**src/sv/att_fbt_pkg.sv**
```systemverilog
`timescale 1ns / 1ps
// ----------------------------------------------------------------------------
// att_fbt_pkg
// Types and constants shared by the Find By Type Value response checker.
// ----------------------------------------------------------------------------
package att_fbt_pkg;

  localparam int unsigned HANDLE_W = 16;
  localparam logic [HANDLE_W-1:0] HANDLE_TOP  = 16'hFFFF;
  localparam logic [HANDLE_W-1:0] HANDLE_NONE = 16'h0000;

  typedef enum logic [1:0] {
    KIND_BEGIN = 2'd0,
    KIND_BYTE  = 2'd1,
    KIND_END   = 2'd2
  } kind_t;

  typedef enum logic [1:0] {
    PH_FOUND_LO = 2'd0,
    PH_FOUND_HI = 2'd1,
    PH_END_LO   = 2'd2,
    PH_END_HI   = 2'd3
  } phase_t;

  typedef struct packed {
    logic [1:0]          kind;
    logic [HANDLE_W-1:0] range_first;
    logic [HANDLE_W-1:0] range_last;
    logic                more_wanted;
    logic [7:0]          data_byte;
  } att_fbt_item_t;

  typedef struct packed {
    logic [HANDLE_W-1:0] search_first;
    logic [HANDLE_W-1:0] search_last;
    logic                continuing;
    logic [HANDLE_W-1:0] expected_next;
    phase_t              byte_phase;
    logic [HANDLE_W-1:0] pair_found;
    logic [7:0]          low_byte_hold;
    logic                error_seen;
  } att_fbt_state_t;

  typedef struct packed {
    logic                status;
    logic                still_continuing;
    logic [HANDLE_W-1:0] next_start;
  } att_fbt_result_t;

endpackage

```
**src/sv/att_fbt_step.sv**
```systemverilog
`timescale 1ns / 1ps
// ----------------------------------------------------------------------------
// att_fbt_step
// Next-state and result logic for one item of the response checker.
// ----------------------------------------------------------------------------
module att_fbt_step
  import att_fbt_pkg::*;
(
  input  att_fbt_item_t   item,
  input  att_fbt_state_t  st,
  output att_fbt_state_t  st_nxt,
  output logic            has_result,
  output att_fbt_result_t result
);

  logic [HANDLE_W-1:0] group_end;
  logic                pair_bad;
  logic                end_err;

  assign group_end = {item.data_byte, st.low_byte_hold};
  // expected_next of zero means no further pair may follow
  assign pair_bad  = (st.pair_found > group_end) || (st.pair_found < st.expected_next) ||
                     (st.pair_found > st.search_last) || (st.expected_next == HANDLE_NONE);
  assign end_err   = st.error_seen || (st.byte_phase != PH_FOUND_LO);

  always_comb begin
    st_nxt     = st;
    has_result = 1'b0;
    case (item.kind)
      KIND_BEGIN: begin
        st_nxt.search_first  = item.range_first;
        st_nxt.search_last   = item.range_last;
        st_nxt.continuing    = item.more_wanted;
        st_nxt.expected_next = item.range_first;
        st_nxt.byte_phase    = PH_FOUND_LO;
        st_nxt.pair_found    = '0;
        st_nxt.low_byte_hold = '0;
        st_nxt.error_seen    = 1'b0;
      end
      KIND_BYTE: begin
        if (!st.error_seen) begin
          case (st.byte_phase)
            PH_FOUND_LO: begin
              st_nxt.low_byte_hold = item.data_byte;
              st_nxt.byte_phase    = PH_FOUND_HI;
            end
            PH_FOUND_HI: begin
              st_nxt.pair_found = {item.data_byte, st.low_byte_hold};
              st_nxt.byte_phase = PH_END_LO;
            end
            PH_END_LO: begin
              st_nxt.low_byte_hold = item.data_byte;
              st_nxt.byte_phase    = PH_END_HI;
            end
            default: begin
              st_nxt.byte_phase = PH_FOUND_LO;
              if (pair_bad) begin
                st_nxt.error_seen = 1'b1;
              end else if (group_end == HANDLE_TOP) begin
                st_nxt.expected_next = HANDLE_NONE;
              end else begin
                st_nxt.expected_next = group_end + 16'd1;
              end
            end
          endcase
        end
      end
      KIND_END: begin
        has_result        = 1'b1;
        st_nxt.error_seen = end_err;
        if (!end_err && st.continuing) begin
          if ((st.expected_next == HANDLE_NONE) || (st.expected_next > st.search_last)) begin
            st_nxt.continuing = 1'b0;
          end else begin
            st_nxt.search_first = st.expected_next;
          end
        end
      end
      default: begin
        // unused kind code: item dropped
      end
    endcase
    result.status           = st_nxt.error_seen;
    result.still_continuing = st_nxt.continuing;
    result.next_start       = st_nxt.search_first;
  end

endmodule

```
**src/sv/att_find_by_type_response_checker_core.sv**
```systemverilog
`timescale 1ns / 1ps
// ----------------------------------------------------------------------------
// att_find_by_type_response_checker_core
// Checks the handle list of an ATT Find By Type Value response.
// ----------------------------------------------------------------------------
// Takes one item per cycle unless the input stalls. Each transfer lands in an input
// register; from there the check logic updates the handle state and, for
// an end item, loads the result register once the output side is free.
// Begin and byte items give no result. The input only stalls when an end
// item is waiting behind a result that the output side has not yet taken;
// the single result register sets that limit.
module att_find_by_type_response_checker_core
  import att_fbt_pkg::*;
(
  input  logic                clk,
  input  logic                rst_n,
  input  logic                in_valid,
  output logic                in_stall,
  input  logic [1:0]          in_kind,
  input  logic [HANDLE_W-1:0] in_range_first,
  input  logic [HANDLE_W-1:0] in_range_last,
  input  logic                in_more_wanted,
  input  logic [7:0]          in_data_byte,
  output logic                out_valid,
  input  logic                out_stall,
  output logic                out_status,
  output logic                out_still_continuing,
  output logic [HANDLE_W-1:0] out_next_start
);

  logic            item_valid_r;
  att_fbt_item_t   item_r;
  att_fbt_state_t  st_r;
  att_fbt_state_t  st_nxt;
  logic            has_result;
  att_fbt_result_t result;
  logic            res_valid_r;
  att_fbt_result_t res_r;
  logic            out_free;
  logic            advance;
  logic            in_take;

  att_fbt_step u_step (
    .item       (item_r),
    .st         (st_r),
    .st_nxt     (st_nxt),
    .has_result (has_result),
    .result     (result)
  );

  assign out_free = !res_valid_r || !out_stall;
  // non-end items never wait on the output side
  assign advance  = item_valid_r && (!has_result || out_free);
  assign in_stall = item_valid_r && !advance;
  assign in_take  = in_valid && !in_stall;

  always_ff @(posedge clk) begin
    if (!rst_n) begin
      item_valid_r <= 1'b0;
    end else if (in_take || advance) begin
      item_valid_r <= in_take;
    end
  end

  always_ff @(posedge clk) begin
    if (in_take) begin
      item_r.kind        <= in_kind;
      item_r.range_first <= in_range_first;
      item_r.range_last  <= in_range_last;
      item_r.more_wanted <= in_more_wanted;
      item_r.data_byte   <= in_data_byte;
    end
  end

  always_ff @(posedge clk) begin
    if (!rst_n) begin
      st_r <= '0;
    end else if (advance) begin
      st_r <= st_nxt;
    end
  end

  always_ff @(posedge clk) begin
    if (!rst_n) begin
      res_valid_r <= 1'b0;
    end else if (out_free) begin
      res_valid_r <= advance && has_result;
    end
  end

  always_ff @(posedge clk) begin
    if (out_free && advance && has_result) begin
      res_r <= result;
    end
  end

  assign out_valid            = res_valid_r;
  assign out_status           = res_r.status;
  assign out_still_continuing = res_r.still_continuing;
  assign out_next_start       = res_r.next_start;

`ifndef SYNTHESIS
  a_begin_loads: assert property (@(posedge clk) disable iff (!rst_n)
    (advance && item_r.kind == KIND_BEGIN) |=>
      (st_r.expected_next == st_r.search_first && !st_r.error_seen))
    else $error("begin did not load expected handle");

  a_error_sticky: assert property (@(posedge clk) disable iff (!rst_n)
    (st_r.error_seen && !(advance && item_r.kind == KIND_BEGIN)) |=> st_r.error_seen)
    else $error("error cleared without begin");

  a_cont_set_by_begin: assert property (@(posedge clk) disable iff (!rst_n)
    $rose(st_r.continuing) |-> $past(advance && item_r.kind == KIND_BEGIN))
    else $error("continuing flag set outside begin");

  a_end_gives_result: assert property (@(posedge clk) disable iff (!rst_n)
    (advance && item_r.kind == KIND_END) |=> res_valid_r)
    else $error("end item produced no result");
`endif

endmodule

```
**config.mk**
```make
export PLATFORM = sky130hd
export DESIGN_NAME = att_find_by_type_response_checker_core
export DESIGN_NICKNAME = d
export VERILOG_FILES = /design/src/sv/att_fbt_pkg.sv /design/src/sv/att_fbt_step.sv /design/src/sv/att_find_by_type_response_checker_core.sv
export SDC_FILE = /design/constraint.sdc
export NUM_CORES = 1
export LEC_CHECK = 0
export ABC_AREA = 1
export BUFFER_PORTS_ARGS = -buffer_cell sky130_fd_sc_hd__buf_2
export CAP_MARGIN = 20
export CORE_ASPECT_RATIO = 1.2
export CORE_MARGIN = 1
export CORE_UTILIZATION = 55
export CTS_BUF_LIST = sky130_fd_sc_hd__clkbuf_4 sky130_fd_sc_hd__clkbuf_8
export DETAILED_ROUTE_END_ITERATION = 8
export GPL_TIMING_DRIVEN = 0
export HOLD_SLACK_MARGIN = 0.12
export PLACE_DENSITY_LB_ADDON = 0.12
export REMOVE_ABC_BUFFERS = 1
export SETUP_SLACK_MARGIN = 0.15
export SYNTH_ARGS = -nofsm -noshare
export SYNTH_HDL_FRONTEND = slang
export SYNTH_SLANG_ARGS = --single-unit
```
**constraint.sdc**
```tcl
create_clock -name clk -period 3.51 [get_ports clk]
set_clock_uncertainty 0.05 [all_clocks]
set_input_delay 0.702 -clock clk [delete_from_list [all_inputs] [get_ports clk]]
set_output_delay 0.702 -clock clk [all_outputs]
set_load 0.01 [all_outputs]
```
==> results by group <==
Status
  – Status: finished, final reports clean

Global routing
  – M3 GR Usage: 0.0536
  – Grt ovf: 0
  – Vias in the first global route: 5755
  – Gr usage total: 0.268
  – GR met2 Demand/Resource: 0.435
  – Global-route wire length before repair: approximately 30 mm
  – GR Layer Usage met1: 0.350
  – Global route hottest layer: met2
  – Initial antenna violation count: 0
  – Pin count of the biggest net entering global routing: 48

Worst setup path
  – R2r startpoint: item_r[41]$_DFFE_PP_
  – Crit. End Element: flip-flop
  – Critical Path RT: 3550 ps
  – CP Data Arrival Time: 3150 ps
  – Worst Path Max Fanout: 21
  – Reg2reg path depth: 6
  – R2R setup slack: between 300 and 400 ps
  – Setup Crit Path Kind: flip-flop to flip-flop
  – Critical Path Start: item_r[41]$_DFFE_PP_
  – FF-to-FF End: out_next_start[13]$_DFFE_PP_
  – CP startpoint kind: flip-flop

Logic synthesis
  – Yosys warnings: 0
  – Sequential share of the synthesized area: 0.442
  – Distinct cell type count after synthesis: 40
  – Synthesis-stage register bit count: ~140
  – Top cell type by total area after synthesis: edfxtp_1
  – Ranking of synthesized cells by area: edfxtp_1 (24%), dfxtp_1 (20%), ha_1 (11%)
  – Top_reg_cell synth: dfxtp_1
  – Avg Synthesized Cell Area: 8.34 sq um
  – Async SR Flop Fraction: 0
  – Cell Area, Synth: 0.00768 sq mm
  – Syn Inst Count: 921
  – EDFF count, synth: 61
  – Top-area cell type share of the netlist area: 0.238

CTS
  – Root buffer cell: clkbuf_8
  – Hold Buf Count CTS: 0
  – CTS buffer count: 17
  – H-tree Lvls: 4
  – Postcts setup bufs: 0
  – Resize count post-CTS: 0
  – Clock latency on the worst-skew pair: 460 ps
  – CTS Sinks: 139
  – Clk slew on worst S/H paths: around 80 ps
  – CTS tree: done
  – Clock Tree Buf Depth: 2

Worst hold path
  – Hold Path Class: primary input to flip-flop
  – Hold_sp: in_range_first[3]
  – Worst Hold End: item_r[28]$_DFFE_PP_
  – Worst hold stages: 1

Drt
  – DR vias: 6403
  – DRT Pass-1 Iters: 5
  – Avg WL per Cell: 15.8 um
  – Initial drt markers: 453
  – WL final: between 15 and 20 mm
  – Residual DRC count: 0
  – Vias per Instance: between 5 and 6
  – Routed Antenna Nets: 0

Cells and area
  – Nets@finish: between 1000 and 1500
  – Share of layout cells above drive strength 1: 0.143
  – Number of antenna diodes: 0
  – Post-route cell area: 0.00851 sq mm
  – Area grow syn2layout: 10.8%
  – Final core utilization: 0.635

Power and ir drop
  – VDD IR-drop max: approximately 520 uV
  – Power Density: 442 mW/mm^2
  – Lkg Pwr: 3.94 nW
  – Pwr Total: 0.00377 W

Run
  – Max-Cap Viols: 0

Floorplanning
  – Initial Util: 0.573
  – CORE AREA: 0.0134 sq mm
  – # IOs: 67
  – Die width: 110 um
  – FP Rows: 46
  – Die ar.: 0.0144 sq mm
  – Die Ht: 131 um

STA
  – Fin Hold WS: 365 ps
  – Tmin final: 3110 ps
  – Worst-Margin Slew: 986 ps
  – Max Clk Rate: 321 MHz
  – Hold Fails Final Rpt: 0
  – Slew Limit Fails: 0
  – Slew headroom: 0.342
  – Setup_tns: 0 ps
  – Final-report setup violation count: 0
  – RSZ-0062 raised after global routing: no
  – Fin crit share: 0.887

Place
  – Number of port buffers: 66
  – Area after DPL: roughly 0.0081 sq mm
  – DP HPWL: 13.6 mm
  – GPL Wtd Cong: 0.892
[worst max-delay path: stages (launching register included)]
cell      delay [ps]
edfxtp_1         970
nor2_8           180
nand3_2          130
nand2_2          300
inv_2            420
nand2_1          130
inv_1            540
[metal layers]
layer,routed length [um],share of wire,vias to the layer above
met5,0,0,-
met4,391,0.021,0
met3,1040,0.057,33
met2,8850,0.48,196
met1,8020,0.44,2943
li1,-,-,3231
[layout make-up]
| class | count | area, sq um |
|---|---|---|
| Clock inverter | 14 | 170 |
| Timing Repair Buffer | 67 | 358 |
| Tap cell | 168 | 210 |
| Multi-Input combinational cell | 623 | 3640 |
| Inverter | 129 | 489 |
| Clock buffer | 18 | 248 |
| Fill cell | 1177 | 4900 |
| Sequential cell | 139 | 3390 |
[worst max path at each step]
stage	endpoint	slack (ps)	depth (start not counted)
finish	out_next_start[13]$_DFFE_PP_	400	6
global route	st_r[52]$_SDFFE_PN0P_	190	4
CTS	out_next_start[10]$_DFFE_PP_	400	6
detailed placement	out_next_start[12]$_DFFE_PP_	420	6
global placement	item_r[6]$_DFFE_PP_	340	6
floorplan	item_r[0]$_DFFE_PP_	1030	6
[registers in the layout (all words and copies together) (netlist names)]
| name | count |
|---|---|
| st_r | 76 |
| out_next_start | 16 |
| item_valid_r | 1 |
| out_valid | 1 |
| out_still_continuing | 1 |
| out_status | 1 |
| item_r | 43 |
[layout by cell type (no fill, tap or decap), types with 2 or more instances in the layout]
cell / Yosys / final
inv_1: 117 / 116
a22oi_2: 2 / 2
clkbuf_8: 0 / 18
nand3_1: 58 / 58
xor2_1: 4 / 4
a21o_1: 2 / 2
a22oi_1: 18 / 18
o21ai_4: 2 / 2
nand2_2: 2 / 2
nor4_1: 8 / 8
clkinv_4: 0 / 2
dfxtp_1: 78 / 78
nor2_8: 3 / 3
nor2_2: 2 / 2
nand3b_2: 2 / 2
o21ai_2: 2 / 2
nand3_2: 4 / 4
a211oi_1: 3 / 3
nand2_1: 184 / 184
nor2_4: 4 / 4
a21oi_1: 90 / 90
bufinv_16: 0 / 3
nand2_4: 3 / 3
ha_1: 68 / 68
clkinv_2: 0 / 4
nand4_1: 26 / 26
o21ai_1: 9 / 9
buf_2: 8 / 66
edfxtp_1: 61 / 61
clkinvlp_4: 0 / 3
nor2_1: 71 / 71
inv_4: 2 / 2
nor3_1: 6 / 6
o21ai_0: 44 / 44
inv_2: 10 / 11
[power by group]
group          internal [W]  switching [W]  total [W]
Sequential          0.00177      0.0000669    0.00184
Clock              0.000724       0.000651    0.00137
Combinational      0.000186       0.000370   0.000556
Total               0.00268        0.00109    0.00377
[through the flow]
step                      instances  setup WS (ps)
after global routing           1158            193
after global placement         1125            344
after detailed placement       1126            422
after CTS                      1158            399
final                          1158            398
after floorplan                 891           1030
[synth_stat cells (all sizes together), types with 8 or more instances]
library cell,count
dfxtp,78
nand2,189
edfxtp,61
a22oi,20
nand4,27
ha,68
nor2,80
nand3,62
clkbuf,15
buf,15
o21ai,57
nor4,8
a21oi,90
inv,129
[cell families (layout without fill, tap and decap cells)]
kind of cell	Yosys count	after routing	synth area share
simple gates	375	375	0.227
compound gates	176	176	0.132
buf+inv	159	228	0.0841
flops	139	139	0.442
fa+ha+maj	68	68	0.111
xor+xnor	4	4	0.00456
No activity file was read; power rests on OpenSTA's default activity.
